`config.mk`:
```
export PLATFORM = sky130hd
export DESIGN_NAME = kst_cell
export DESIGN_NICKNAME = d
export VERILOG_FILES = /design/src/hdl/kst_pkg.sv /design/src/hdl/kst_cell.sv
export SDC_FILE = /design/constraint.sdc
export NUM_CORES = 1
export LEC_CHECK = 0
export ABC_AREA = 1
export ABC_CLOCK_PERIOD_IN_PS = 5200
export BUFFER_PORTS_ARGS = -buffer_cell sky130_fd_sc_hd__buf_2
export CAP_MARGIN = 15
export CORE_MARGIN = 10
export CORE_UTILIZATION = 50
export CTS_CLUSTER_DIAMETER = 30
export DETAILED_ROUTE_END_ITERATION = 7
export PLACE_DENSITY = 0.88
export SLEW_MARGIN = 20
export SYNTH_ARGS = -nofsm -noshare
export SYNTH_HDL_FRONTEND = slang
export SYNTH_SLANG_ARGS = --single-unit
export TNS_END_PERCENT = 10
```
`constraint.sdc`:
```
create_clock -name clk -period 5.2 [get_ports clk]
set_input_delay 1.04 -clock clk [delete_from_list [all_inputs] [get_ports clk]]
set_output_delay 1.04 -clock clk [all_outputs]
set_load 0.05 [all_outputs]
```
`src/hdl/kst_pkg.sv`:
```
// Package for the keyed slot table: sizes, command and status codes,
// and the beat and token structs shared by the cell and the top level.
// Depends on nothing.
package kst_pkg;

  localparam int SLOT_COUNT = 64;
  localparam int IDX_W      = $clog2(SLOT_COUNT);
  localparam int CNT_W      = $clog2(SLOT_COUNT + 1);

  localparam int KEY_W = 17;
  localparam int QTY_W = 17;
  localparam int WGT_W = 20;

  typedef enum logic [1:0] {
    CMD_CREATE = 2'd0,
    CMD_LOOKUP = 2'd1,
    CMD_DELETE = 2'd2
  } kst_cmd_t;

  typedef enum logic [1:0] {
    ST_OK        = 2'd0,
    ST_NOT_FOUND = 2'd1,
    ST_FULL      = 2'd2
  } kst_status_t;

  typedef struct packed {
    logic [1:0]       command;
    logic [KEY_W-1:0] lot_key;
    logic [QTY_W-1:0] quantity_in;
    logic [WGT_W-1:0] weight_grams_in;
  } kst_in_t;

  typedef struct packed {
    logic [1:0]       status;
    logic [5:0]       slot_index;
    logic [QTY_W-1:0] quantity_out;
    logic [WGT_W-1:0] weight_grams_out;
    logic [6:0]       valid_count;
  } kst_out_t;

  // The operation as it travels down the row of cells.
  typedef struct packed {
    logic             vld;
    logic [1:0]       cmd;
    logic [KEY_W-1:0] key;
    logic [QTY_W-1:0] qty;
    logic [WGT_W-1:0] wgt;
    logic             hit;
    logic [IDX_W-1:0] idx;
  } kst_token_t;

endpackage

```
`src/hdl/kst_cell.sv`:
```
// One slot of the keyed slot table: valid mark, key and payload, plus the
// token register that hands the operation on to the next cell.
// Depends on kst_pkg.
module kst_cell (
  input  logic               clk,
  input  logic               rst_n,
  input  logic [kst_pkg::IDX_W-1:0] cell_idx,
  input  kst_pkg::kst_token_t tok_i,
  output kst_pkg::kst_token_t tok_o
);
  import kst_pkg::*;

  logic             valid_r, valid_nxt;
  logic [KEY_W-1:0] key_r, key_nxt;
  logic [QTY_W-1:0] qty_r, qty_nxt;
  logic [WGT_W-1:0] wgt_r, wgt_nxt;
  kst_token_t       tok_r, tok_nxt;
  logic             take_free;
  logic             key_match;

  // Only the first qualifying cell acts; later cells see hit set.
  assign take_free = tok_i.vld && !tok_i.hit && (tok_i.cmd == CMD_CREATE) && !valid_r;
  assign key_match = tok_i.vld && !tok_i.hit && valid_r && (key_r == tok_i.key) &&
                     ((tok_i.cmd == CMD_LOOKUP) || (tok_i.cmd == CMD_DELETE));

  always_comb begin
    tok_nxt   = tok_i;
    valid_nxt = valid_r;
    key_nxt   = key_r;
    qty_nxt   = qty_r;
    wgt_nxt   = wgt_r;
    if (take_free) begin
      valid_nxt   = 1'b1;
      key_nxt     = tok_i.key;
      qty_nxt     = tok_i.qty;
      wgt_nxt     = tok_i.wgt;
      tok_nxt.hit = 1'b1;
      tok_nxt.idx = cell_idx;
    end else if (key_match) begin
      tok_nxt.hit = 1'b1;
      tok_nxt.idx = cell_idx;
      tok_nxt.qty = qty_r;
      tok_nxt.wgt = wgt_r;
      if (tok_i.cmd == CMD_DELETE) begin
        valid_nxt = 1'b0;
      end
    end
  end

  always_ff @(posedge clk) begin
    if (!rst_n) begin
      valid_r <= 1'b0;
      tok_r.vld <= 1'b0;
    end else begin
      valid_r   <= valid_nxt;
      tok_r.vld <= tok_nxt.vld;
    end
    key_r     <= key_nxt;
    qty_r     <= qty_nxt;
    wgt_r     <= wgt_nxt;
    tok_r.cmd <= tok_nxt.cmd;
    tok_r.key <= tok_nxt.key;
    tok_r.qty <= tok_nxt.qty;
    tok_r.wgt <= tok_nxt.wgt;
    tok_r.hit <= tok_nxt.hit;
    tok_r.idx <= tok_nxt.idx;
  end

  assign tok_o = tok_r;

endmodule

```
=== After elaboration in Yosys (flattened, before gate mapping) ===
Index checks and enable logic that the tools add are counted.

* Register bits after elaboration: 119
* Latch bits: 0
* RAM bits: 0
* Memory bits (read-only): 0
* Output and inout bits: 64
* Logic and storage cells: 34
* Memories: 0

* Add/sub/neg operators: 0
* Multipliers: 0
* Div/mod/pow operators: 0
* $lt $le $gt $ge: 0
* Equal/unequal tests: 3
* Shift operators: 0
* Muxes and demuxes: 6
* Bitwise logic cells: 0
* Reduce and logical (&&, ||, !) cells: 14

{| class="wikitable"
|+ Operators by type and width
! cell !! count
|-
| two-way mux 44 bit || 1
|-
| two-way mux 37 bit || 1
|-
| == test 17 bit || 1
|-
| logical AND 1 bit || 6
|-
| two-way mux 6 bit || 1
|-
| nonzero test 2 bit || 2
|-
| two-way mux 1 bit || 3
|-
| == test 2 x 1 -> 1 bit (second input constant) || 1
|-
| == test 2 bit (second input constant) || 1
|-
| logical NOT 1 bit || 2
|-
| logical NOT 2 bit || 1
|-
| AND reduction 2 bit || 1
|-
| OR reduction 2 bit || 1
|-
| logical OR 1 bit || 1
|}

=== Logic depth before layout (Yosys ltp) ===
Gate-level depths: netlist of the first run.

* Depth after elaboration: 7
* Gate-level depth with buffers: 14
* Gate-level depth less buffers: 12

=== Worst setup path after synthesis of the first run ===
Ideal clock, no wire load.

* Path type: input port to flip-flop
* Start point: input tok_i[61] (netlist name)
* End point: register tok_r, in the netlist tok_o[0]
* Setup time: 0.059 ns
* Arrival time: 4.582 ns
* Required time: 5.141 ns
* Setup slack: 0.559 ns
* Stages: 8
* Cell sequence: inv_1 > ha_1 > nand2_1 > nor2_1 > inv_1 > nand2_1 > nand2_1 > nand2_1

{| class="wikitable"
|+ RTL lines
! item !! line !! RTL
|-
| start, declared || kst_cell.sv:8 || <nowiki>input kst_pkg::kst_token_t tok_i,</nowiki>
|-
| end, declared || kst_cell.sv:17 || <nowiki>kst_token_t tok_r, tok_nxt;</nowiki>
|}

==> impl_results.md, run 1 <==
* Fin nets at 647
* DR pass1 iterations at 4
* CP Cell Sequence: buf_2 > inv_1 > ha_1 > nand2_1 > inv_1 > nand2_1 > nor2_1 > nand2_1 > nor2_1 > nand3_4 > nand2_1 > nand2_1 > nand2_1
* Vias at 2,940
* Status: finished clean
* Area leader, netlist: edfxtp_1
* Routed WL at 8520 um
* Number of hold buffers added after cts at 0
* Logic pwr share at 0.091
* Max Freq at 0.362 GHz
* GR Overflow Total at 0
* Final min period at 2760 ps
* Dpl ws at 1890 ps
* Die height at 111 um
* Crit path required time at 5620 ps
* Main synth FF type: dfxtp_1
* Setup TNS Final at 0 ps
* Ranking of synthesized cells by area: edfxtp_1, dfxtp_1, inv_1, nor2_1, nand2_1
* CP max-delay cell: nand3_4
* Maximum vdd drop at 0.228 mV
* Leading cell type by number of instances after synthesis: inv_1
* Max cap viols at 0
* Int Power at 0.00175 W
* PostCTS Resize Cnt at 0
* Worst-path maximum fanout at 83
* Die X-Extent at 111 um
* DRC viols at 0
* Row count at 33
* Worst-skew pair later-pin latency at 490 ps
* Average cell area after synthesis at 9.80 sq um
* CTS root buffer: clkbuf_8
* Setup Skew at 9.70 ps
* Power Dens Cells at 416 nW/um^2
* Clock Pin Slew Worst Setup and Hold Paths at 50 ps
* Clock share of power at 0.461
* GRT Total Usage at 0.137
* Clk sink count at 119
* Buffer depth of the longest clock path at 2
* Worst-Margin Slew at 829 ps
* Die area at 12,400 sq um
* Unrepaired setup endpoints after global routing: false
* Mapped Cells at 427
* Worst Hold Class: flip-flop to flip-flop
* Netlist cell types at 15
* Layout area overhead at 31.2%
* Share of layout cells above drive strength 1 at 0.285
* Number of H-tree levels at 4
* Starting density of the core at 0.512
* Core region area at 8180 sq um
* WP data arrival at 3190 ps
* Switching pwr at 0.000532 W
* Critical Path Sink Type: flip-flop
* Hold WS at 470 ps
* Setup bufs post-CTS at 0
* Most used cell, CP: nand2_1
* Cts bufs inserted at 17
* Synth top cells by count: inv_1, nor2_1, nand2_1
* Switching share of power at 0.233
* Yosys warning count at 0
* Highest cell delay on the worst timing path at 630 ps
* Seq pwr share at 0.448
* Startpoint types: input pin
* Total I/O pin count at 136
* Slew margin rel. at 0.447
* Post-synth EDFFs at 54
* Post-Syn Area at 4180 sq um
* Leak at 2.92 nW
* Initial antenna violation count at 0
* Routed Antenna Nets at 0
* Syn Nets at 501
* GPL Wtd Cong at 0.745
* Iter 0 DRT Violations at 107
* Slew Limit Fails at 0
* Vias in the first global route at 3,160
* Crit path kind: input pin to flip-flop
* Final number of hold-violating endpoints at 0
* Top cell type's share of synthesized area at 0.388
* Port bufs at 135
* Flop and latch count out of synthesis at 119
* Final worst-path cycle share at 0.532
* Diodes inserted at 0
* Global-route wire length before repair at 14,000 um
* CTS tree: built
* Post-synthesis sequential area ratio at 0.699
* Final setup viols at 0
* Via density at 4.26
* Pin count of the biggest net entering global routing at 84
* Post-route setup slack at 2440 ps
* Ys async rst share at 0
* Post-detail-place hpwl at 6390 um
* Wire per inst at 12.3 um
-- registers in the layout, indices dropped and copies added (netlist names) --
signal / flops
valid_r: 1
tok_o: 64
key_r: 17
qty_r: 17
wgt_r: 20
-- worst max-delay path, delay by kind of cell --
kind | cells | cell delay (ps)
simple gates | 9 | 1680
fa+ha+maj | 1 | 270
buf+inv | 3 | 180
-- layer usage --
metal | track usage | vias to the layer above | share of wire
met3 | 0.0719 | 16 | 0.088
met1 | 0.128 | 1267 | 0.37
met4 | 0.0643 | 0 | 0.023
li1 | - | 1549 | -
met2 | 0.242 | 108 | 0.51
met5 | 0 | - | 0
-- path summary, 6_finish.rpt --
path	startpoint	endpoint	slack, ps	depth (start not counted)
max	tok_i[61]	tok_o[5]	2440	13
min	wgt_r[2]	tok_o[9]	470	2
max reg2reg	key_r[10]	tok_o[5]	2940	9
min reg2reg	wgt_r[2]	tok_o[9]	470	2
-- final cells by class --
| cell class | instances | area (sq um) |
|---|---|---|
| Fill cell | 656 | 2690 |
| Timing Repair Buffer | 136 | 683 |
| Clock inverter | 11 | 110 |
| Inverter | 101 | 379 |
| Sequential cell | 119 | 2920 |
| Multi-Input combinational cell | 198 | 826 |
| Clock buffer | 20 | 435 |
| Tap cell | 105 | 131 |
-- metrics by stage --
stage / instance area [sq um] / power, W / util / instances
finish: 5490 / 0.00229 / 0.671 / 690
global route: 5490 / 0.00237 / 0.671 / 690
CTS: 5490 / 0.00231 / 0.671 / 690
detailed placement: 4940 / 0.00125 / 0.605 / 659
global placement: 4940 / 0.00125 / 0.605 / 659
floorplan: 4180 / 0.00118 / - / 427
-- placed cells by master, fill, tap and decap left out, drive strengths merged --
cell type,synthesis,layout
buf,9,136
xnor2,5,5
nand3b,1,1
clkinv,0,6
ha,2,2
clkinvlp,0,3
bufinv,0,2
nand2,87,87
or2,1,1
clkbuf,0,20
nand3,8,8
inv,101,101
o21ai,1,1
dfxtp,65,65
nor2,93,93
edfxtp,54,54
-- cells by family (layout without fill, tap and decap cells) --
family                   Yosys count  count (layout)  synth area share
buffers and inverters            110             268             0.109
AND/OR/NAND/NOR                  190             190             0.175
AO/OA/AOI/OAI                      1               1           0.00120
flip-flops                       119             119             0.699
XOR/XNOR                           5               5            0.0105
adder cells (fa/ha/maj)            2               2           0.00598
-- power by group through the flow --
| stage | combinational [W] | sequential, W | clock [W] |
|---|---|---|---|
| after floorplan | 0.0000399 | 0.00114 | 0 |
| after global placement | 0.000205 | 0.00104 | 0 |
| after detailed placement | 0.000211 | 0.00104 | 0 |
| after CTS | 0.000211 | 0.00102 | 0.00107 |
| after global routing | 0.000226 | 0.00103 | 0.00112 |
| final | 0.000208 | 0.00102 | 0.00105 |
No activity file was read; power rests on OpenSTA's default activity.
==> run 2, diff against run 1 <==
Settings changed: ABC_AREA 1 to 0, ABC_CLOCK_PERIOD_IN_PS 5200 to 2800, CORE_UTILIZATION 50 to 48, PLACE_DENSITY 0.88 to 0.87.
Clock period 5.2 ns to 2.8 ns, I/O delays scaled along.
==> run 2 against run 1 <==
Global-route usage is 0.065 points higher. Synthesized cell count is 51% lower. Non-clock buffer count is 3 higher. Clock skew hardly changed. Clock-buffer cell count is 2 lower. First-iteration DRC count is 56% lower. Design area is 6.5% lower. Power is 88% higher. Cell count is 31% lower. Register-to-register slack worse by 2200 ps. Area after synthesis is 10% lower. Sequential power is 86% higher. Highest routed layer unchanged.
==> impl_results.md, run 2 <==
* Status: finished clean
* Crit path from: key_r[9]
* Clk sink count at 119
* Cts bufs inserted at 17
* Final number of hold-violating endpoints at 0
* Final worst-path cycle share at 0.722
* Vias at 2,214
* Wire per inst at 16.5 um
* Buffer depth of the longest clock path at 2
* Met2 WL at 4060 um
* Unrepaired setup endpoints after global routing: false
* Crit path required time at 3170 ps
* Main synth FF type: dfxtp_1
* Power Dens Cells at 836 nW/um^2
* DRC viols at 0
* Dpl ws at 462 ps
* Fin nets at 437
* Post-route setup slack at 779 ps
* Global-route wire length before repair at 12,500 um
* Worst Hold Class: input pin to flip-flop
* CTS root buffer: clkbuf_8
* Routed length on met1 at 2930 um
* Maximum vdd drop at 0.642 mV
* Port bufs at 135
* WP data arrival at 2390 ps
* Row count at 32
* Worst-path maximum fanout at 20
* Setup bufs post-CTS at 0
* Netlist cell types at 26
* Number of H-tree levels at 4
* Final min period at 2020 ps
* CP top delay family: simple AND/OR/NAND/NOR gates
* Capturing point of the worst reg2reg path: tok_o[7]
* Die area at 11,800 sq um
* Post-detail-place hpwl at 5890 um
* Vias in the first global route at 2,519
* Total I/O pin count at 136
* Critical path depth in cells at 6
* CP Cell Sequence: xor2_1 > nor4_1 > nand3_1 > nor2_4 > buf_4 > mux2_2
* Starting density of the core at 0.489
* Commonest cells after routing, fill and taps aside: buf_2, dfxtp_1, edfxtp_1, mux2_2, mux2_1
* Final setup viols at 0
* Setup TNS Final at 0 ps
* Layout area overhead at 36.4%
* CTS tree: built
* Ys async rst share at 0
* GPL Wtd Cong at 0.679
* Die X-Extent at 109 um
* Diodes inserted at 0
* Slew Limit Fails at 0
* Post-Syn Area at 3760 sq um
* DR pass1 iterations at 4
* Ranking of synthesized cells by area: edfxtp_1, dfxtp_1, mux2_2, mux2_1, xor2_1
* Startpoint types: flip-flop
* Routed WL at 7880 um
* GRT Total Usage at 0.138
* Clock Pin Slew Worst Setup and Hold Paths at 60 ps
* Worst path bufs/invs at 1
* Average cell area after synthesis at 18.0 sq um
* Highest cell delay on the worst timing path at 380 ps
* Synth top cells by count: dfxtp_1, edfxtp_1, mux2_2
* Slew margin rel. at 0.720
* Flop and latch count out of synthesis at 119
* Worst-skew pair later-pin latency at 490 ps
* Critical Path Sink Type: flip-flop
* Leak at 2.16 nW
* Post-synth EDFFs at 54
* R2r startpoint: key_r[9]
* Pin count of the biggest net entering global routing at 28
* Setup Skew at 9.75 ps
* Max cap viols at 0
* Leading cell type by number of instances after synthesis: dfxtp_1
* Met3 wire length at 821 um
* Area leader, netlist: edfxtp_1
* Share of layout cells above drive strength 1 at 0.529
* Worst-Margin Slew at 420 ps
* Core region area at 7690 sq um
* Post-synthesis sequential area ratio at 0.777
* Commonest non-fill, non-tap cell in the layout: buf_2
* PostCTS Resize Cnt at 0
* Top cell type's share of synthesized area at 0.431
* Initial antenna violation count at 0
* Number of hold buffers added after cts at 0
* Routed Antenna Nets at 0
* Syn Nets at 283
* Max reg flops at 64
* Yosys warning count at 0
* Reg2Reg Setup Slack at 780 ps
* Crit path kind: flip-flop to flip-flop
* Iter 0 DRT Violations at 47
* GR Overflow Total at 0
* Top layer in use: met4
* Via density at 4.63
* Worst r2r path cells at 6
* CP max-delay cell: edfxtp_1
* Max Freq at 0.495 GHz
* Worst setup endpoint: tok_o[7]
* Mapped Cells at 209
* Die height at 109 um
* Fill count at 581
## run 2: changes by cell type after synthesis, moves of 2 or more
cell	before	now
buf_4	5	1
inv_1	101	6
nor4_1	0	3
nand2_1	87	1
a21oi_1	0	2
nor2_1	92	2
nor2b_1	0	2
nand3_1	8	1
xnor2_1	5	0
mux2_1	0	19
xor2_1	0	14
mux2_2	0	24
## run 2: logic make-up after synthesis
family,synth area share
adder cells (fa/ha/maj),0.00665
multiplexers,0.129
XOR/XNOR,0.0326
buffers and inverters,0.0180
AND/OR/NAND/NOR,0.0236
flip-flops,0.777
AO/OA/AOI/OAI,0.0130
## run 2: per-stage QoR
stage | cells | power, W | cell area, sq um | util | hold WS, ps
after floorplan | 209 | 0.00217 | 3760 | - | 432
after global placement | 446 | 0.00229 | 4560 | 0.593 | 437
after detailed placement | 446 | 0.00230 | 4560 | 0.593 | 444
after CTS | 478 | 0.00435 | 5130 | 0.667 | 157
after global routing | 478 | 0.00445 | 5130 | 0.667 | 164
final | 478 | 0.00429 | 5130 | 0.667 | 189
## run 2: how the worst min path moves through the flow
stage | startpoint | endpoint | slack [ps] | cells after the start
after global routing | tok_i[61] | tok_o[61] | 160 | 1
after CTS | tok_i[61] | tok_o[61] | 160 | 1
after detailed placement | qty_r[2] | tok_o[29] | 440 | 1
final | tok_i[61] | tok_o[61] | 190 | 1
after floorplan | wgt_r[17] | tok_o[24] | 430 | 1
after global placement | qty_r[13] | tok_o[40] | 440 | 1
## run 2: cell type report
class,instances,area (sq um),share of cell area
timing repair buffer,139,706,0.138
clock buffer,18,418,0.0815
multi-input combinational,80,782,0.152
inverter,6,22.5,0.00439
clock inverter,14,150,0.0293
tap,102,128,0.0249
sequential,119,2920,0.570
## run 2: per-layer routing
| metal | global-route usage | vias to the layer above |
|---|---|---|
| li1 | - | 1071 |
| met1 | 0.141 | 1045 |
| met2 | 0.231 | 92 |
| met3 | 0.0708 | 6 |
| met4 | 0.0621 | 0 |
| met5 | 0 | - |
## run 2: where the power goes
group	switching [W]	total, W	internal [W]
Sequential	0.0000163	0.00190	0.00188
Combinational	0.000255	0.000357	0.000102
Clock	0.000758	0.00203	0.00127
Total	0.00103	0.00429	0.00326
